[config.mk]
export PLATFORM = sky130hd
export DESIGN_NAME = lmvf_queue
export DESIGN_NICKNAME = d
export VERILOG_FILES = /design/src/design/local_mean_variance_filter_core_assert.svh /design/src/design/lmvf_pkg.sv /design/src/design/lmvf_queue.sv
export SDC_FILE = /design/constraint.sdc
export NUM_CORES = 1
export LEC_CHECK = 0
export BUFFER_PORTS_ARGS = -buffer_cell sky130_fd_sc_hd__buf_2
export CORE_ASPECT_RATIO = 0.9
export CORE_UTILIZATION = 45
export CTS_BUF_LIST = sky130_fd_sc_hd__clkbuf_4
export DETAILED_ROUTE_END_ITERATION = 8
export PLACE_DENSITY = 0.67
export SYNTH_ARGS = -nofsm -noshare
export SYNTH_HDL_FRONTEND = slang
export SYNTH_SLANG_ARGS = --single-unit
[constraint.sdc]
create_clock -name i_clk -period 3.86 [get_ports i_clk]
set_input_delay 0.772 -clock i_clk [delete_from_list [all_inputs] [get_ports i_clk]]
set_output_delay 0.772 -clock i_clk [all_outputs]
set_load 0.005 [all_outputs]
[src/design/local_mean_variance_filter_core_assert.svh]
// Assertion macros for the local mean/variance filter core.
// Used by the top level; expects i_clk and i_rst_n in scope.
`ifndef LOCAL_MEAN_VARIANCE_FILTER_CORE_ASSERT_SVH
`define LOCAL_MEAN_VARIANCE_FILTER_CORE_ASSERT_SVH

// Consequent must hold in the same cycle as the antecedent.
`define LMVF_CHK_NOW(lbl, ante, cons, msg) \
    lbl: assert property (@(posedge i_clk) disable iff (!i_rst_n) (ante) |-> (cons)) \
        else $error(msg);

// Consequent must hold in the cycle after the antecedent.
`define LMVF_CHK_NEXT(lbl, ante, cons, msg) \
    lbl: assert property (@(posedge i_clk) disable iff (!i_rst_n) (ante) |=> (cons)) \
        else $error(msg);

`endif

[src/design/lmvf_pkg.sv]
// Shared constants, widths and the queue entry type of the filter core.
// No dependencies.
`default_nettype none

package lmvf_pkg;

    localparam int MAX_COLS   = 2048;
    localparam int MAX_ROWS   = 2048;
    localparam int MAX_RADIUS = 15;
    localparam int SLOTS      = 2 * MAX_RADIUS + 1;

    localparam int CW    = $clog2(MAX_COLS);
    localparam int RWD   = $clog2(MAX_ROWS);
    localparam int SW    = $clog2(SLOTS);
    localparam int RDW   = $clog2(MAX_RADIUS + 1);
    localparam int KW    = RDW + 1;
    localparam int CFG_W = 12;
    localparam int AREA_W = $clog2(SLOTS * SLOTS + 1);

    localparam int CS_W = $clog2(SLOTS * 255 + 1);
    localparam int CQ_W = $clog2(SLOTS * 65025 + 1);
    localparam int WS_W = $clog2(SLOTS * SLOTS * 255 + 1);
    localparam int WQ_W = $clog2(SLOTS * SLOTS * 65025 + 1);
    localparam int MS_W = WS_W + 8;

    // variance is bounded by 16256 + 255 for 8-bit data
    localparam int VAR_W   = 15;
    localparam int ALPHA_W = 13;
    localparam int DEN_W   = 16;
    localparam int DIV_W0  = (WQ_W > MS_W) ? WQ_W : MS_W;
    localparam int DIV_W   = (DIV_W0 > 24) ? DIV_W0 : 24;

    localparam int QUEUE_DEPTH = 4;

    localparam logic [1:0] REG_RADIUS = 2'd0;
    localparam logic [1:0] REG_SMOOTH = 2'd1;
    localparam logic [1:0] REG_WIDTH  = 2'd2;
    localparam logic [1:0] REG_HEIGHT = 2'd3;

    localparam logic [3:0]       RST_RADIUS = 4'd2;
    localparam logic [4:0]       RST_SMOOTH = 5'd3;
    localparam logic [CFG_W-1:0] RST_WIDTH  = CFG_W'(640);
    localparam logic [CFG_W-1:0] RST_HEIGHT = CFG_W'(480);

    typedef struct packed {
        logic [7:0]        pix;
        logic [CW-1:0]     col;
        logic [CW-1:0]     col_k;
        logic [CW-1:0]     col_r;
        logic [SW-1:0]     slot_old;
        logic [SW-1:0]     cslot;
        logic [AREA_W-1:0] area;
        logic              sub_old;
        logic              zero_col;
        logic              use_k;
        logic              first_col;
        logic              emit;
        logic [RWD-1:0]    out_row;
        logic              last;
    } t_item;

endpackage

`default_nettype wire

[src/design/lmvf_queue.sv]
// Short request queue between the front and back parts.
// Depends on lmvf_pkg for the entry type.
`default_nettype none

module lmvf_queue #(
    parameter int DEPTH = lmvf_pkg::QUEUE_DEPTH
) (
    input  wire logic            i_clk,
    input  wire logic            i_rst_n,
    input  wire logic            i_push,
    input  lmvf_pkg::t_item      i_item,
    input  wire logic            i_pop,
    output lmvf_pkg::t_item      o_item,
    output logic                 o_full,
    output logic                 o_empty
);
    import lmvf_pkg::*;

    localparam int PW = $clog2(DEPTH);
    localparam int NW = $clog2(DEPTH + 1);

    t_item          r_mem [0:DEPTH-1];
    logic [PW-1:0]  r_wr, r_rd;
    logic [NW-1:0]  r_cnt;

    assign o_full  = r_cnt == NW'(DEPTH);
    assign o_empty = r_cnt == '0;
    assign o_item  = r_mem[r_rd];

    always_ff @(posedge i_clk) begin
        if (i_push)
            r_mem[r_wr] <= i_item;
    end

    always_ff @(posedge i_clk) begin
        if (!i_rst_n) begin
            r_wr  <= '0;
            r_rd  <= '0;
            r_cnt <= '0;
        end else begin
            if (i_push)
                r_wr <= (32'(r_wr) == DEPTH - 1) ? '0 : PW'(32'(r_wr) + 32'd1);
            if (i_pop)
                r_rd <= (32'(r_rd) == DEPTH - 1) ? '0 : PW'(32'(r_rd) + 32'd1);
            if (i_push && !i_pop)
                r_cnt <= NW'(32'(r_cnt) + 32'd1);
            else if (i_pop && !i_push)
                r_cnt <= NW'(32'(r_cnt) - 32'd1);
        end
    end

endmodule

`default_nettype wire

==> results.py <==
metrics = {
    "power": {
        "p_total_w": 0.00738,
        "power.switching_w": 0.00158,
        "swShare_pct": 21.4,
        "ir_drop_mv": 0.229,
        "p_seq_share_pct": 54.8,
        "p_comb_share_pct": 7.9,
        "clockPowerShare_pct": 37.3,
        "powerDensity_nw_per_um2": 529,
        "p_int_w": 0.00581,
        "p_leak_nw": 4.81,
    },
    "critical_path": {
        "path_class": "flop to output pin",
        "reg2regPathDepth": 4,
        "crit_fanout": 44,
        "crit_arrival_ns": 2.40,
        "end_kind": "output pin",
        "setup.worst_path.start_class": "flop",
        "critPathRequiredTime_ns": 3.09,
    },
    "routing": {
        "drt-total-wl_mm": 21.4,
        "drtIter0Drc": 392,
        "ant_nets": 0,
        "firstDrtPassIters": 4,
        "wl_per_cell_microns": 19.8,
        "vias": 5533,
        "post_drt_via_cell_ratio": 5.11,
        "drcViolationCount": 0,
    },
    "sta": {
        "fin_skew_ns": 0.0288,
        "setup_tns_ns": 0,
        "fmax_mhz": 316,
        "finalHoldViolCount": 0,
        "worst_pin_slew_ns": 0.907,
        "slew_violations": 0,
        "period_share_pct": 82.1,
        "slew-limit-headroom_pct": 39.5,
        "rsz0062_at_grt": "no",
        "fin_crit_ns": 3.17,
        "setup_viol": 0,
        "fin_ws_ns": 0.692,
    },
    "synth": {
        "synthCells": 452,
        "synthFlopType": "edfxtp_1",
        "synth_cell_types": 23,
        "netlist_top_cells_area": "edfxtp_1 80%, mux4_2 15%, dfxtp_1 1.5%",
        "synth_top_cell_by_area": "edfxtp_1",
        "synth-seq-area-share_pct": 81.4,
        "synth.avg_cell_area_sq_um": 26.0,
        "ys_ff_latch": 321,
        "synth_edf_count": 312,
        "async_flop_share_pct": 0,
        "synth_common_cells": "312 x edfxtp_1, 78 x mux4_2, 9 x dfxtp_1",
        "yosysMostFrequentCell": "edfxtp_1",
        "syn_area_sq_um": 11700,
        "yosys_warnings": 0,
        "syn-num-nets": 541,
        "synth_top_area_share_pct": 79.9,
    },
    "job": {
        "max_cap_viol_count": 0,
    },
    "die": {
        "die_y_microns": 155,
        "core_area_sq_um": 25400,
        "start_util_pct": 46.2,
        "rows": 55,
        "die_area_sq_um": 26700,
        "io_pins": 162,
        "die_w_microns": 172,
    },
    "cts": {
        "post_cts_resized": 0,
        "ctsLongestPathBuffers": 3,
        "cts_tree": "built",
        "worst_skew_pair.late_latency_ns": 0.65,
        "clkSinkCount": 321,
        "clock_tree.root_cell": "clkbuf_4",
        "cts_setup_buffers": 0,
        "cts_hold_buf": 0,
        "clkTransAtPathRegs_ns": 0.07,
        "cts_buffers": 79,
        "htreeDepth": 3,
    },
    "grt": {
        "grt_use_total_pct": 16.6,
        "overflow": 0,
        "grt_use_met3_pct": 6.13,
        "met2_usage_pct": 26.0,
        "grt_pass1_vias": 6082,
        "grt.met1_usage_pct": 21.3,
        "grt.busiest_layer": "met2",
        "grt_max_degree": 58,
        "antenna_found_initial": 4,
        "grt_pass1_wl_mm": 32.6,
    },
    "min_path": {
        "holdPathStages": 1,
        "holdCritPathClass": "input port to flop",
    },
    "cells_and_area": {
        "area_growth_pct": 19.0,
        "drive_above_1_share_pct": 51.3,
        "nNetsFinal": 774,
        "fin_cells": 1083,
    },
    "placed_design": {
        "dp_slack_ns": 1.34,
        "gp_congestion": 0.744,
        "hpwlAfterDp_mm": 12.6,
        "placed_cells": 946,
        "port_buffers": 161,
    },
    "outcome": {
        "status": "finished, final reports clean",
    },
}
[area by class of cell]
type	instances	area [sq um]
Tap cell	342	428
Clock inverter	17	121
Timing Repair Buffer	170	923
Sequential cell	321	9560
Multi-Input combinational cell	109	2030
Clock buffer	118	886
Fill cell	1957	11400
Antenna cell	2	5.00
Inverter	4	15.0
[final timing paths]
path | endpoint | startpoint | slack [ns]
setup / recovery | o_item[17] | flop | 0.69
hold reg to reg | r_cnt[2] | r_cnt[2] | 0.54
setup reg to reg | r_mem[1][71] | r_wr[1] | 1.81
hold / removal | r_mem[0][33] | i_item[33] | 0.33
[cell families after synthesis]
family                     Yosys count  share of synthesized area (%)
AOI/OAI and AO/OA                    3                          0.171
adders and majority gates            7                          0.811
muxes                               82                           15.3
buffers and inverters               22                           1.39
DFF                                321                           81.4
xor gates and xnor gates             2                          0.149
and+or+nand+nor                     15                          0.768
[flip-flops by register name (all words and copies together), names as in the netlist, named ones only]
register and cells:
r_rd 2, r_mem 312, r_wr 2, r_cnt 3
[through the flow]
stage          util, %  cell area, sq um  hold WS (ns)
6_report          55.0             14000         0.335
5_1_grt           55.0             14000         0.255
4_1_cts           55.0             14000         0.261
3_5_place_dp      51.0             13000         0.515
3_3_place_gp      51.0             13000         0.487
2_1_floorplan        -             11700         0.472
[cell usage in the layout (no fill, tap or decap), drive strengths merged, types with 2 or more instances in the layout]
master  netlist  layout
and2          5       5
buf          13     170
bufinv        0       2
clkbuf        5     118
clkinv        0      14
dfxtp         9       9
diode         0       2
edfxtp      312     312
ha            6       6
inv           4       5
mux2i         4       4
mux4         78      78
nor2b         5       5
nor3          2       2
[metal layers]
| metal | share of wire [%] | wire [microns] |
|---|---|---|
| met1 | 43 | 9200 |
| met2 | 48 | 10200 |
| met3 | 7.8 | 1660 |
| met4 | 1.6 | 350 |
| met5 | 0.12 | 26 |
[critical path, cell delays in order (launching register included)]
cell     delay [ns]
dfxtp_4        0.80
buf_4          0.42
mux4_2         0.37
buf_2          0.15
[power by group through the flow]
| stage | clock [W] | combinational [W] | sequential [W] |
|---|---|---|---|
| final | 0.00275 | 0.000586 | 0.00405 |
| after global routing | 0.00301 | 0.000644 | 0.00406 |
| after CTS | 0.00284 | 0.000602 | 0.00405 |
| after detailed placement | 0 | 0.000600 | 0.00412 |
| after global placement | 0 | 0.000585 | 0.00411 |
| after floorplan | 0 | 0.000341 | 0.00410 |
(Power assumes the default switching activity.)
