$ cat src/design/local_mean_variance_filter_core_assert.svh
// Assertion macros for the local mean/variance filter core.
// Used by the top level; expects i_clk and i_rst_n in scope.
`ifndef LOCAL_MEAN_VARIANCE_FILTER_CORE_ASSERT_SVH
`define LOCAL_MEAN_VARIANCE_FILTER_CORE_ASSERT_SVH

// Consequent must hold in the same cycle as the antecedent.
`define LMVF_CHK_NOW(lbl, ante, cons, msg) \
    lbl: assert property (@(posedge i_clk) disable iff (!i_rst_n) (ante) |-> (cons)) \
        else $error(msg);

// Consequent must hold in the cycle after the antecedent.
`define LMVF_CHK_NEXT(lbl, ante, cons, msg) \
    lbl: assert property (@(posedge i_clk) disable iff (!i_rst_n) (ante) |=> (cons)) \
        else $error(msg);

`endif

$ cat src/design/lmvf_pkg.sv
// Shared constants, widths and the queue entry type of the filter core.
// No dependencies.
`default_nettype none

package lmvf_pkg;

    localparam int MAX_COLS   = 2048;
    localparam int MAX_ROWS   = 2048;
    localparam int MAX_RADIUS = 15;
    localparam int SLOTS      = 2 * MAX_RADIUS + 1;

    localparam int CW    = $clog2(MAX_COLS);
    localparam int RWD   = $clog2(MAX_ROWS);
    localparam int SW    = $clog2(SLOTS);
    localparam int RDW   = $clog2(MAX_RADIUS + 1);
    localparam int KW    = RDW + 1;
    localparam int CFG_W = 12;
    localparam int AREA_W = $clog2(SLOTS * SLOTS + 1);

    localparam int CS_W = $clog2(SLOTS * 255 + 1);
    localparam int CQ_W = $clog2(SLOTS * 65025 + 1);
    localparam int WS_W = $clog2(SLOTS * SLOTS * 255 + 1);
    localparam int WQ_W = $clog2(SLOTS * SLOTS * 65025 + 1);
    localparam int MS_W = WS_W + 8;

    // variance is bounded by 16256 + 255 for 8-bit data
    localparam int VAR_W   = 15;
    localparam int ALPHA_W = 13;
    localparam int DEN_W   = 16;
    localparam int DIV_W0  = (WQ_W > MS_W) ? WQ_W : MS_W;
    localparam int DIV_W   = (DIV_W0 > 24) ? DIV_W0 : 24;

    localparam int QUEUE_DEPTH = 4;

    localparam logic [1:0] REG_RADIUS = 2'd0;
    localparam logic [1:0] REG_SMOOTH = 2'd1;
    localparam logic [1:0] REG_WIDTH  = 2'd2;
    localparam logic [1:0] REG_HEIGHT = 2'd3;

    localparam logic [3:0]       RST_RADIUS = 4'd2;
    localparam logic [4:0]       RST_SMOOTH = 5'd3;
    localparam logic [CFG_W-1:0] RST_WIDTH  = CFG_W'(640);
    localparam logic [CFG_W-1:0] RST_HEIGHT = CFG_W'(480);

    typedef struct packed {
        logic [7:0]        pix;
        logic [CW-1:0]     col;
        logic [CW-1:0]     col_k;
        logic [CW-1:0]     col_r;
        logic [SW-1:0]     slot_old;
        logic [SW-1:0]     cslot;
        logic [AREA_W-1:0] area;
        logic              sub_old;
        logic              zero_col;
        logic              use_k;
        logic              first_col;
        logic              emit;
        logic [RWD-1:0]    out_row;
        logic              last;
    } t_item;

endpackage

`default_nettype wire

$ cat src/design/lmvf_div.sv
// Shared restoring divider, one quotient bit per cycle.
// Depends on lmvf_pkg for widths.
`default_nettype none

module lmvf_div (
    input  wire logic                        i_clk,
    input  wire logic                        i_rst_n,
    input  wire logic                        i_start,
    input  wire logic [lmvf_pkg::DIV_W-1:0]  i_dividend,
    input  wire logic [lmvf_pkg::DEN_W-1:0]  i_divisor,
    output logic                             o_busy,
    output logic                             o_done,
    output logic [lmvf_pkg::DIV_W-1:0]       o_quotient
);
    import lmvf_pkg::*;

    localparam int CNT_W = $clog2(DIV_W + 1);

    logic [DEN_W:0]   r_rem;
    logic [DIV_W-1:0] r_quo;
    logic [DEN_W-1:0] r_den;
    logic [CNT_W-1:0] r_cnt;
    logic             r_busy, r_done;
    logic [DEN_W:0]   w_trial;

    assign w_trial    = {r_rem[DEN_W-1:0], r_quo[DIV_W-1]};
    assign o_busy     = r_busy;
    assign o_done     = r_done;
    assign o_quotient = r_quo;

    always_ff @(posedge i_clk) begin
        if (i_start) begin
            r_rem <= '0;
            r_quo <= i_dividend;
            r_den <= i_divisor;
        end else if (r_busy) begin
            if (w_trial >= {1'b0, r_den}) begin
                r_rem <= w_trial - {1'b0, r_den};
                r_quo <= {r_quo[DIV_W-2:0], 1'b1};
            end else begin
                r_rem <= w_trial;
                r_quo <= {r_quo[DIV_W-2:0], 1'b0};
            end
        end
    end

    always_ff @(posedge i_clk) begin
        if (!i_rst_n) begin
            r_busy <= 1'b0;
            r_done <= 1'b0;
            r_cnt  <= '0;
        end else begin
            r_done <= r_busy && r_cnt == CNT_W'(1);
            if (i_start) begin
                r_busy <= 1'b1;
                r_cnt  <= CNT_W'(DIV_W);
            end else if (r_busy) begin
                r_cnt <= r_cnt - CNT_W'(1);
                if (r_cnt == CNT_W'(1))
                    r_busy <= 1'b0;
            end
        end
    end

endmodule

`default_nettype wire

$ cat config.mk
export PLATFORM = sky130hd
export DESIGN_NAME = lmvf_div
export DESIGN_NICKNAME = d
export VERILOG_FILES = /design/src/design/local_mean_variance_filter_core_assert.svh /design/src/design/lmvf_pkg.sv /design/src/design/lmvf_div.sv
export SDC_FILE = /design/constraint.sdc
export NUM_CORES = 1
export LEC_CHECK = 0
export ABC_AREA = 1
export BUFFER_PORTS_ARGS = -buffer_cell sky130_fd_sc_hd__clkbuf_2
export CAP_MARGIN = 25
export CORE_MARGIN = 4
export CORE_UTILIZATION = 50
export CTS_BUF_LIST = sky130_fd_sc_hd__clkbuf_8
export CTS_CLUSTER_DIAMETER = 60
export DETAILED_ROUTE_END_ITERATION = 7
export PLACE_DENSITY = 0.77
export SLEW_MARGIN = 10
export SYNTH_ARGS = -nofsm -noshare
export SYNTH_HDL_FRONTEND = slang
export SYNTH_SLANG_ARGS = --single-unit
$ cat constraint.sdc
create_clock -name i_clk -period 2.6 [get_ports i_clk]
set_input_delay 0.39 -clock i_clk [delete_from_list [all_inputs] [get_ports i_clk]]
set_output_delay 0.39 -clock i_clk [all_outputs]
set_load 0.01 [all_outputs]
==> flow_summary.json <==
{
  "outcome": "finished clean",
  "cts.sinks": 65,
  "post_cts_buffers": 0,
  "drt-vias-per-instance": 4.98,
  "layout-drive-gt1-share": 0.179,
  "die_x_um": 94.5,
  "dpl.hpwl_mm": 6.54,
  "io_pins": 73,
  "chipHeight_um": 94.5,
  "dp_cells": 654,
  "gr-total-overflow": 0,
  "syn_inst": 490,
  "diodes": 0,
  "post_cts_resized": 0,
  "first_iter_violations": 253,
  "critPathKind": "flop to flop",
  "synth.distinct_cells": 35,
  "holdBufCountCts": 0,
  "fill_cells": 674,
  "rrSetupSlack_ns": 0.42,
  "ys_warn_count": 0,
  "rsz0062_at_grt": "false",
  "core_area_um2": 7250,
  "cp_slowest_cell": "nor2_4",
  "fin_crit_ns": 2.18,
  "cap_violations": 0,
  "crit_path_end_kind": "flop",
  "r2r-start": "r_rem[11]$_SDFFE_PP0P_",
  "grt_pass1_wl_mm": 14.4,
  "cpPeakStageDelay_ns": 0.41,
  "vias": 3336,
  "die_area_um2": 8930,
  "grt_max_degree": 35,
  "worst_path_most_repeated_cell": "a21oi_1",
  "pre_cts_slack_ns": 0.446,
  "syn_area_per_cell_um2": 7.64,
  "ant_nets": 0,
  "final_core_utilization": 0.610,
  "cts_max_path_buffers": 2,
  "critPathTopFamily": "simple AND/OR/NAND/NOR gates",
  "slew_viol_final": 0,
  "firstDrtPassIters": 5,
  "max_freq_ghz": 0.458,
  "grt_pass1_vias": 3233,
  "setup_tns_ns": 0,
  "crit_path_cell_trace": "ha_1, a21oi_1, a21oi_1, nor2_4, nand2_4, nand2_1, nand3_1, o21ai_0",
  "min_path_type": "primary input to flop",
  "syn2layout_area_growth_pct": 18.3,
  "cp.arrival_ns": 2.44,
  "holdPathEnd": "r_den[14]$_DFFE_PP_",
  "clk_latency_ns": 0.33,
  "holdPathStages": 1,
  "antenna_found_initial": 0,
  "ys_seq_area_frac": 0.460,
  "initial_core_util": 0.516,
  "drc": 0,
  "max-vdd-ir-drop_mv": 0.370,
  "max_slew_margin": 0.643,
  "wl_per_cell_um": 12.5,
  "cts-root-buf": "clkbuf_8",
  "rows": 31,
  "r2r_end": "r_rem[2]$_SDFFE_PP0P_",
  "critPathRequiredTime_ns": 2.85,
  "numPortBuffers": 72,
  "synth_seq_cells": 65,
  "finalCritPeriodShare": 0.840,
  "start_kind": "flop",
  "power.total_mw": 2.51,
  "synth_nets": 554,
  "p_per_area_nw_per_um2": 567,
  "track_usage": 0.206,
  "synth_area_um2": 3740,
  "cts_buffers": 9,
  "skew_ns": 0.00821,
  "gp_congestion": 0.919,
  "post-route-worst-setup-slack_ns": 0.417,
  "cts_tree": "yes",
  "worstRegToRegCells": 8,
  "drt-total-wl_mm": 8.41,
  "crit_buf_inv": 0,
  "clk_pin_slew_ns": 0.07,
  "instances_no_fill": 670,
  "leakage_nw": 2.35,
  "path_max_fanout": 18,
  "min_from": "i_divisor[14]",
  "setup_viol": 0,
  "final_nets": 630,
  "htreeDepth": 3,
  "worst_slew_pin_slew_ns": 0.534,
  "hold_viol": 0
}
## registers in the layout, indices dropped and copies added (netlist names)
| name | flops |
|---|---|
| r_den | 16 |
| o_busy | 1 |
| r_cnt | 5 |
| o_quotient | 26 |
| o_done | 1 |
| r_rem | 16 |
## where the power goes
| group | total, mW | switching, mW | internal (mW) |
|---|---|---|---|
| Sequential | 1.22 | 0.0375 | 1.18 |
| Combinational | 0.349 | 0.215 | 0.134 |
| Clock | 0.941 | 0.382 | 0.559 |
| Total | 2.51 | 0.634 | 1.88 |
## cells in the mapped netlist
cell type,number,area share
nand2_1,201,0.20
inv_1,77,0.077
edfxtp_1,42,0.34
nand3_1,39,0.052
dfxtp_1,23,0.12
ha_1,18,0.060
nor2_1,18,0.018
a21oi_1,7,0.0094
clkbuf_1,7,0.0070
nand3b_1,7,0.014
o21ai_0,6,0.0080
nand4_1,5,0.0084
xnor2_1,5,0.012
nor3_1,4,0.0053
a31oi_1,3,0.0050
nor2_2,3,0.0050
o21ai_1,3,0.0040
buf_4,2,0.0040
nand2_4,2,0.0060
nand3_2,2,0.0053
o21bai_1,2,0.0040
a21oi_2,1,0.0023
a221oi_1,1,0.0023
buf_2,1,0.0013
buf_8,1,0.0040
fa_1,1,0.0053
inv_2,1,0.0010
nand2_2,1,0.0017
nor2_4,1,0.0030
nor3b_1,1,0.0020
o211ai_1,1,0.0020
o21ai_2,1,0.0023
o31ai_1,1,0.0020
or2_0,1,0.0017
xor2_1,1,0.0023
## per-stage QoR
| step | hold WS, ns | area (um2) |
|---|---|---|
| after floorplan | 0.440 | 3740 |
| after global placement | 0.467 | 4210 |
| after detailed placement | 0.476 | 4210 |
| after CTS | 0.202 | 4430 |
| after global routing | 0.206 | 4430 |
| final | 0.228 | 4430 |
## worst max-delay path by stage
| stage | startpoint | endpoint | slack, ns | cells after the start |
|---|---|---|---|---|
| floorplan | o_busy$_SDFF_PN0_ | o_quotient[0]$_DFFE_PP_ | 0.63 | 3 |
| global placement | r_rem[11]$_SDFFE_PP0P_ | r_rem[9]$_SDFFE_PP0P_ | 0.47 | 8 |
| detailed placement | r_rem[11]$_SDFFE_PP0P_ | r_rem[2]$_SDFFE_PP0P_ | 0.45 | 8 |
| CTS | r_rem[11]$_SDFFE_PP0P_ | r_rem[2]$_SDFFE_PP0P_ | 0.43 | 8 |
| global route | r_rem[11]$_SDFFE_PP0P_ | r_rem[2]$_SDFFE_PP0P_ | 0.23 | 8 |
| finish | r_rem[11]$_SDFFE_PP0P_ | r_rem[2]$_SDFFE_PP0P_ | 0.42 | 8 |
## area by class of cell
cell class / instances / area, um2 / share of cell area
multi-input combinational: 336 / 1670 / 0.376
clock inverter: 6 / 82.6 / 0.0186
tap: 99 / 124 / 0.0280
inverter: 78 / 293 / 0.0661
sequential: 65 / 1720 / 0.389
clock buffer: 10 / 138 / 0.0311
timing repair buffer: 76 / 403 / 0.0910
## cells in the final DEF (no fill, tap or decap), drive strengths merged
cell,synthesis,layout
ha,18,18
nor2,22,22
o21bai,2,2
nor3,4,4
bufinv,0,2
a31oi,3,3
nand4,5,5
inv,78,79
o31ai,1,1
nand3,41,41
nor3b,1,1
edfxtp,42,42
a21oi,8,8
clkinv,0,1
fa,1,1
a221oi,1,1
nand3b,7,7
buf,4,4
clkinvlp,0,2
xor2,1,1
dfxtp,23,23
nand2,204,204
xnor2,5,5
o211ai,1,1
or2,1,1
o21ai,10,10
clkbuf,7,82
## layer usage
layer / track usage / up-vias / part of all wire
met1: 0.260 / 1496 / 0.45
met2: 0.338 / 126 / 0.45
met4: 0.0877 / 0 / 0.019
met5: 0 / - / 0
li1: - / 1702 / -
met3: 0.0486 / 12 / 0.074
## kinds of logic after synthesis
family	share of synthesized area
simple gates	0.324
buf+inv	0.0946
flops	0.460
xor+xnor	0.0140
fa+ha+maj	0.0655
compound gates	0.0415
Note: power is estimated with default switching activity, not from simulation.
