## config.mk

```make
export PLATFORM = sky130hd
export DESIGN_NAME = lmvf_front
export DESIGN_NICKNAME = d
export VERILOG_FILES = /design/src/design/local_mean_variance_filter_core_assert.svh /design/src/design/lmvf_pkg.sv /design/src/design/lmvf_front.sv
export SDC_FILE = /design/constraint.sdc
export NUM_CORES = 1
export LEC_CHECK = 0
export BUFFER_PORTS_ARGS = -buffer_cell sky130_fd_sc_hd__buf_2
export CELL_PAD_IN_SITES_DETAIL_PLACEMENT = 0
export CELL_PAD_IN_SITES_GLOBAL_PLACEMENT = 2
export CORE_MARGIN = 3
export CORE_UTILIZATION = 32
export CTS_CLUSTER_SIZE = 16
export DETAILED_ROUTE_END_ITERATION = 10
export GPL_TIMING_DRIVEN = 0
export PLACE_DENSITY_LB_ADDON = 0.1
export SLEW_MARGIN = 20
export SYNTH_ARGS = -nofsm -noshare
export SYNTH_HDL_FRONTEND = slang
export SYNTH_SLANG_ARGS = --single-unit
export TNS_END_PERCENT = 1
```

## constraint.sdc

```tcl
create_clock -name i_clk -period 6.9 [get_ports i_clk]
set_input_delay 0 -clock i_clk [delete_from_list [all_inputs] [get_ports i_clk]]
set_output_delay 0 -clock i_clk [all_outputs]
set_load 0.1 [all_outputs]
```

## src/design/local_mean_variance_filter_core_assert.svh

```systemverilog
// Assertion macros for the local mean/variance filter core.
// Used by the top level; expects i_clk and i_rst_n in scope.
`ifndef LOCAL_MEAN_VARIANCE_FILTER_CORE_ASSERT_SVH
`define LOCAL_MEAN_VARIANCE_FILTER_CORE_ASSERT_SVH

// Consequent must hold in the same cycle as the antecedent.
`define LMVF_CHK_NOW(lbl, ante, cons, msg) \
    lbl: assert property (@(posedge i_clk) disable iff (!i_rst_n) (ante) |-> (cons)) \
        else $error(msg);

// Consequent must hold in the cycle after the antecedent.
`define LMVF_CHK_NEXT(lbl, ante, cons, msg) \
    lbl: assert property (@(posedge i_clk) disable iff (!i_rst_n) (ante) |=> (cons)) \
        else $error(msg);

`endif

```

## src/design/lmvf_pkg.sv

```systemverilog
// Shared constants, widths and the queue entry type of the filter core.
// No dependencies.
`default_nettype none

package lmvf_pkg;

    localparam int MAX_COLS   = 2048;
    localparam int MAX_ROWS   = 2048;
    localparam int MAX_RADIUS = 15;
    localparam int SLOTS      = 2 * MAX_RADIUS + 1;

    localparam int CW    = $clog2(MAX_COLS);
    localparam int RWD   = $clog2(MAX_ROWS);
    localparam int SW    = $clog2(SLOTS);
    localparam int RDW   = $clog2(MAX_RADIUS + 1);
    localparam int KW    = RDW + 1;
    localparam int CFG_W = 12;
    localparam int AREA_W = $clog2(SLOTS * SLOTS + 1);

    localparam int CS_W = $clog2(SLOTS * 255 + 1);
    localparam int CQ_W = $clog2(SLOTS * 65025 + 1);
    localparam int WS_W = $clog2(SLOTS * SLOTS * 255 + 1);
    localparam int WQ_W = $clog2(SLOTS * SLOTS * 65025 + 1);
    localparam int MS_W = WS_W + 8;

    // variance is bounded by 16256 + 255 for 8-bit data
    localparam int VAR_W   = 15;
    localparam int ALPHA_W = 13;
    localparam int DEN_W   = 16;
    localparam int DIV_W0  = (WQ_W > MS_W) ? WQ_W : MS_W;
    localparam int DIV_W   = (DIV_W0 > 24) ? DIV_W0 : 24;

    localparam int QUEUE_DEPTH = 4;

    localparam logic [1:0] REG_RADIUS = 2'd0;
    localparam logic [1:0] REG_SMOOTH = 2'd1;
    localparam logic [1:0] REG_WIDTH  = 2'd2;
    localparam logic [1:0] REG_HEIGHT = 2'd3;

    localparam logic [3:0]       RST_RADIUS = 4'd2;
    localparam logic [4:0]       RST_SMOOTH = 5'd3;
    localparam logic [CFG_W-1:0] RST_WIDTH  = CFG_W'(640);
    localparam logic [CFG_W-1:0] RST_HEIGHT = CFG_W'(480);

    typedef struct packed {
        logic [7:0]        pix;
        logic [CW-1:0]     col;
        logic [CW-1:0]     col_k;
        logic [CW-1:0]     col_r;
        logic [SW-1:0]     slot_old;
        logic [SW-1:0]     cslot;
        logic [AREA_W-1:0] area;
        logic              sub_old;
        logic              zero_col;
        logic              use_k;
        logic              first_col;
        logic              emit;
        logic [RWD-1:0]    out_row;
        logic              last;
    } t_item;

endpackage

`default_nettype wire

```

## src/design/lmvf_front.sv

```systemverilog
// Front part: tracks raster position, frame start and per-frame settings,
// and turns each pixel into a queue entry. Depends on lmvf_pkg.
`default_nettype none

module lmvf_front (
    input  wire logic                        i_clk,
    input  wire logic                        i_rst_n,
    input  wire logic                        i_valid,
    input  wire logic                        i_full,
    input  wire logic [7:0]                  i_pixel,
    input  wire logic                        i_frame_start,
    input  wire logic [3:0]                  i_radius,
    input  wire logic [lmvf_pkg::CFG_W-1:0]  i_width,
    input  wire logic [lmvf_pkg::CFG_W-1:0]  i_height,
    output logic                             o_push,
    output lmvf_pkg::t_item                  o_item
);
    import lmvf_pkg::*;

    logic [RWD-1:0]   r_row, n_row;
    logic [CW-1:0]    r_col, n_col;
    logic [SW-1:0]    r_slot, n_slot;
    logic [RDW-1:0]   r_act_r;
    logic [CFG_W-1:0] r_act_w, r_act_h;

    logic             w_fs;
    logic [RDW-1:0]   w_rad_c, w_r;
    logic [CFG_W-1:0] w_wid_c, w_hgt_c, w_w, w_h;
    logic [RWD-1:0]   w_row;
    logic [CW-1:0]    w_col;
    logic [SW-1:0]    w_slot;
    logic [KW-1:0]    w_k;
    logic [31:0]      w_cs;

    always_comb begin
        w_fs = i_frame_start || (r_row == '0 && r_col == '0);

        if (i_radius == 4'd0)
            w_rad_c = RDW'(1);
        else if (32'(i_radius) > 32'(MAX_RADIUS))
            w_rad_c = RDW'(MAX_RADIUS);
        else
            w_rad_c = RDW'(i_radius);

        if (32'(i_width) < 32'd3)
            w_wid_c = CFG_W'(3);
        else if (32'(i_width) > 32'(MAX_COLS))
            w_wid_c = CFG_W'(MAX_COLS);
        else
            w_wid_c = i_width;

        if (32'(i_height) < 32'd3)
            w_hgt_c = CFG_W'(3);
        else if (32'(i_height) > 32'(MAX_ROWS))
            w_hgt_c = CFG_W'(MAX_ROWS);
        else
            w_hgt_c = i_height;

        w_r    = w_fs ? w_rad_c : r_act_r;
        w_w    = w_fs ? w_wid_c : r_act_w;
        w_h    = w_fs ? w_hgt_c : r_act_h;
        w_row  = w_fs ? '0 : r_row;
        w_col  = w_fs ? '0 : r_col;
        w_slot = w_fs ? '0 : r_slot;
        w_k    = KW'({w_r, 1'b1});

        o_push = i_valid && !i_full;

        o_item.pix       = i_pixel;
        o_item.col       = w_col;
        o_item.col_k     = CW'(32'(w_col) - 32'(w_k));
        o_item.col_r     = CW'(32'(w_col) - 32'(w_r));
        o_item.slot_old  = w_slot;
        // slot of the centre row, r rows back in the ring of k slots
        w_cs             = 32'(w_slot) + 32'(w_r) + 32'd1;
        o_item.cslot     = (w_cs >= 32'(w_k)) ? SW'(w_cs - 32'(w_k)) : SW'(w_cs);
        o_item.area      = AREA_W'(AREA_W'(w_k) * AREA_W'(w_k));
        o_item.sub_old   = 32'(w_row) >= 32'(w_k);
        o_item.zero_col  = w_row == '0;
        o_item.use_k     = 32'(w_col) >= 32'(w_k);
        o_item.first_col = w_col == '0;
        o_item.emit      = (32'(w_row) >= 32'(w_k) - 32'd1)
                        && (32'(w_col) >= 32'(w_k) - 32'd1);
        o_item.out_row   = RWD'(32'(w_row) - 32'(w_r));
        o_item.last      = (32'(w_row) + 32'd1 >= 32'(w_h))
                        && (32'(w_col) + 32'd1 >= 32'(w_w));

        n_row  = w_row;
        n_col  = CW'(32'(w_col) + 32'd1);
        n_slot = w_slot;
        if (32'(w_col) + 32'd1 >= 32'(w_w)) begin
            n_col  = '0;
            n_slot = (32'(w_slot) + 32'd1 == 32'(w_k)) ? '0 : SW'(32'(w_slot) + 32'd1);
            n_row  = (32'(w_row) + 32'd1 >= 32'(w_h)) ? '0 : RWD'(32'(w_row) + 32'd1);
        end
    end

    always_ff @(posedge i_clk) begin
        if (!i_rst_n) begin
            r_row   <= '0;
            r_col   <= '0;
            r_slot  <= '0;
            r_act_r <= RDW'(RST_RADIUS);
            r_act_w <= RST_WIDTH;
            r_act_h <= RST_HEIGHT;
        end else if (o_push) begin
            r_row   <= n_row;
            r_col   <= n_col;
            r_slot  <= n_slot;
            r_act_r <= w_r;
            r_act_w <= w_w;
            r_act_h <= w_h;
        end
    end

endmodule

`default_nettype wire

```

==> results.md <==
- Setup-violating endpoint count in the final report: 0
- Category of the critical setup timing path: reg2out
- Crit path capture type: primary output
- Hold path start: i_height[9]
- Leading cell type by number of instances after synthesis: sky130_fd_sc_hd__nor2_1
- Cell breakdown of the critical path: nor3_1 -> nand3_1 -> o21ai_4 -> buf_4 -> a21o_1 -> inv_1 -> nand2_1 -> fa_1 -> fa_1 -> fa_1 -> inv_1 -> ha_1 -> a21oi_1 -> nor2b_1 -> o21a_1 -> o41ai_1 -> xnor2_1 -> buf_2
- Slew margin rel.: 0.422
- YS warnings: 0
- Hold Path Sink: r_act_h[9]
- Capture instance of the worst register-to-register path: r_row[0]
- Top cells by instance count after synthesis: 84 x sky130_fd_sc_hd__nor2_1, 72 x sky130_fd_sc_hd__ha_1, 59 x sky130_fd_sc_hd__nand2_1, 57 x sky130_fd_sc_hd__a21oi_1, 55 x sky130_fd_sc_hd__dfxtp_1
- Worst Hold Class: in2reg
- Post-Synthesis Mean Instance Area: 7.73 µm²
- DRC marker count from the first detailed-route iteration: 376
- CTS H-Tree Depth: 2
- Count of buffer and inverter cells on the critical path: 4
- Core Rows: 49
- # IOs: 120
- Number of flops mapped to enable cells by yosys: 0
- Diode insertion count for antenna repair: 0
- Instance count on the critical path: 18
- Sequential cell area fraction in the yosys report: 0.184
- Total routed wirelength: 21600 µm
- First-pass GRT wire length: 34000 µm
- Number of instances in the synthesized netlist: 775
- Type of element launching the critical path: flip-flop
- Std-Cell Core Area: 0.0182 mm²
- Maximum number of pins on one net before global-route repair: 17
- Total power density per cell area: 252 mW/mm²
- Post-synthesis instance area: 0.00599 mm²
- Maximum single-stage delay on the critical path: 0.54 ns
- Flop-to-flop setup slack: 2.23 ns
- Routability congestion estimate: 0.869
- Crit path max-delay cell type: sky130_fd_sc_hd__o21ai_4
- Max Buffers Root-to-Sink: 2
- Clock insertion delay at the later pin of the skew report: 0.31 ns
- Fillers: 1963
- Clock tree root buffer cell: sky130_fd_sc_hd__clkbuf_16
- Final-stage net count: 1020
- Crit share post-route: 0.940
- Synthesis-to-layout area growth: 18.9%
- Fraction of post-synthesis cell area in the top cell type by area: 0.184
- Yosys reg bits: 55
- Largest cells by area after synthesis: sky130_fd_sc_hd__dfxtp_1 18%, sky130_fd_sc_hd__ha_1 15%, sky130_fd_sc_hd__xnor2_1 6.1%
- Post-CTS clock slew at the launch and capture registers of the worst setup and hold paths: 0.07 ns
- Initial core utilization: 0.329
- Start of the worst register-to-register path: r_row[8]
- Post-DP HPWL: 17000 µm
- Number of port buffers: 106
- Arrival time of data at the critical path endpoint: 6.49 ns
- Count of unique library cells instantiated by Yosys: 74
- TritonCTS clock tree: yes
- Maximum fanout along the worst path: 10
- Result of the run: finished clean
- Area of the die: 0.0204 mm²
- Number of cells on the worst reg-to-reg path: 14
- TritonCTS sink count: 55
- Number of optimization iterations in the first detailed-route pass: 4
- Post-layout minimum cycle time: 6.49 ns
- Static power due to leakage: 3.09 nW
- Post-synthesis cell type with the largest combined area: sky130_fd_sc_hd__dfxtp_1
- Vias in the first global route: 6174
- Number of antenna-violating nets in the routed design: 0
- Overall routing resource usage: 0.211
- Pins Over Slew Limit: 0
- Pwr Total: 1.80 mW
- Post-synth net total: 896
- Initial antenna violation count: 1
- Family with the most delay on the worst path: adder cells
- Overall die height: 143 µm
- Worst hold path stage count: 3
- Critical Path RT: 6.90 ns
- Total Negative Setup Slacks: 0 ns
- Slew of the pin with the lowest slew margin: 0.867 ns
- Number of violations of the max-capacitance limit: 0
- Worst Skew: 0.00956 ns
- Most instantiated flip-flop cell in the synthesis netlist: sky130_fd_sc_hd__dfxtp_1
- Routed WL per cell: 19.1 µm
- Setup repair after global routing missed its margin: false
- Die extent in x: 143 µm
- Remaining global-route overflow: 0
- Final count of hold timing violations: 0
- Routed vias: 6220
- Most frequent cell on the critical path: sky130_fd_sc_hd__fa_1
- Detail-routed via count per cell: 5.51
- Number of buffers inserted during clock tree synthesis: 5
- Post-route DRC violation count: 0
- Proportion of register bits with asynchronous set or reset after synthesis: 0
- Peak supply drop: 0.328 mV
- Maximum clock frequency: 0.154 GHz
- Fraction of final layout cells sized beyond drive strength 1: 0.179
## cells in the final DEF (no fill, tap or decap), types with 5 or more instances in the layout
master                          Yosys  routed
sky130_fd_sc_hd__dlygate4sd3_1      0       9
sky130_fd_sc_hd__and2_1             8       8
sky130_fd_sc_hd__mux2i_1            9       6
sky130_fd_sc_hd__nand3_1           25      25
sky130_fd_sc_hd__xor2_1            11      11
sky130_fd_sc_hd__o21a_1            10      10
sky130_fd_sc_hd__a32oi_1            6       6
sky130_fd_sc_hd__a21oi_1           57      57
sky130_fd_sc_hd__and3_1             6       6
sky130_fd_sc_hd__dfxtp_1           55      55
sky130_fd_sc_hd__buf_4             12      12
sky130_fd_sc_hd__nand2b_1           9       9
sky130_fd_sc_hd__nand4_1           15      15
sky130_fd_sc_hd__xnor2_1           42      42
sky130_fd_sc_hd__nand2_1           59      59
sky130_fd_sc_hd__nor3_1            15      15
sky130_fd_sc_hd__clkbuf_1          26      26
sky130_fd_sc_hd__a21o_1            10      10
sky130_fd_sc_hd__nor3b_1            9       9
sky130_fd_sc_hd__o211ai_1           6       6
sky130_fd_sc_hd__a211oi_1          22      22
sky130_fd_sc_hd__o21ai_0           32      32
sky130_fd_sc_hd__nor4_1             5       5
sky130_fd_sc_hd__fa_1               8       8
sky130_fd_sc_hd__a22oi_1           11      11
sky130_fd_sc_hd__a31oi_1            7       7
sky130_fd_sc_hd__nor2_1            84      84
sky130_fd_sc_hd__buf_2              9     115
sky130_fd_sc_hd__inv_1             36      36
sky130_fd_sc_hd__ha_1              72      72
sky130_fd_sc_hd__clkbuf_16          0       5
sky130_fd_sc_hd__nor2b_1           17      17
## layer usage
layer,up-vias,GRT usage,part of all wire
met5,-,0,0
li1,3041,-,-
met2,147,0.360,0.48
met4,0,0.0430,0.015
met3,22,0.0201,0.036
met1,3010,0.290,0.47
## per-stage QoR
step           hold WS, ns  instances  utilization  cell area [µm²]  setup WS [ns]
2_1_floorplan        0.138        775            -             5990          0.247
6_report            0.0110       1129        0.391             7130          0.411
3_5_place_dp         0.272       1112        0.376             6850          0.580
3_3_place_gp         0.267       1110        0.374             6810          0.176
4_1_cts            0.00463       1129        0.391             7120          0.240
5_1_grt             0.0354       1129        0.391             7130         0.0134
## power by group
group | total [mW] | switching (mW) | internal, mW
combinational | 1.14 | 0.897 | 0.246
clock | 0.316 | 0.135 | 0.181
sequential | 0.339 | 0.00987 | 0.329
total | 1.80 | 1.04 | 0.756
## sequential cells by signal (all words and copies together) (netlist names)
register  count
r_act_w      12
r_row        11
r_col        11
r_act_r       4
r_slot        5
r_act_h      12
## area by class of cell
type	instances	area, µm²	area share
clock buffers	6	139	0.0195
flip-flops and latches	55	1100	0.155
well taps	229	287	0.0402
inverters	37	139	0.0195
repair buffers	117	643	0.0903
plain buffers	53	270	0.0379
multi-input cells	630	4510	0.633
clock inverters	2	35.0	0.00492
## what timing repair did
action	CTS	global route
endpoints found under the setup margin	0	1
resized for setup	0	1
endpoints found under the hold margin	9	0
hold buffers	9	0
setup buffers	0	0
## worst register-to-register path: cells and delay by family (launching register included)
family | cells | cell delay (ns)
compound gates | 4 | 1.17
fa+ha+maj | 1 | 0.32
buf+inv | 4 | 1.19
flops | 1 | 0.39
simple gates | 5 | 1.54
## kinds of logic (layout without fill, tap and decap cells)
logic type | Yosys count | count (layout) | share of synthesized area
and+or+nand+nor | 279 | 279 | 0.237
AOI/OAI and AO/OA | 203 | 203 | 0.231
buffers and inverters | 90 | 215 | 0.0683
adders and majority gates | 80 | 80 | 0.177
DFF | 55 | 55 | 0.184
xor gates and xnor gates | 53 | 53 | 0.0774
muxes | 13 | 13 | 0.0244
other | 2 | 2 | 0.00125
## worst max path at each step
stage / from / to / slack [ns]
after floorplan: r_col[3] / o_item[31] / 0.25
final: r_row[8] / o_item[26] / 0.41
after global placement: r_row[8] / o_item[26] / 0.18
after global routing: r_row[8] / o_item[26] / 0.01
after detailed placement: r_row[8] / o_item[26] / 0.58
after CTS: r_row[8] / o_item[26] / 0.24
No activity file was read; power rests on OpenSTA's default activity.
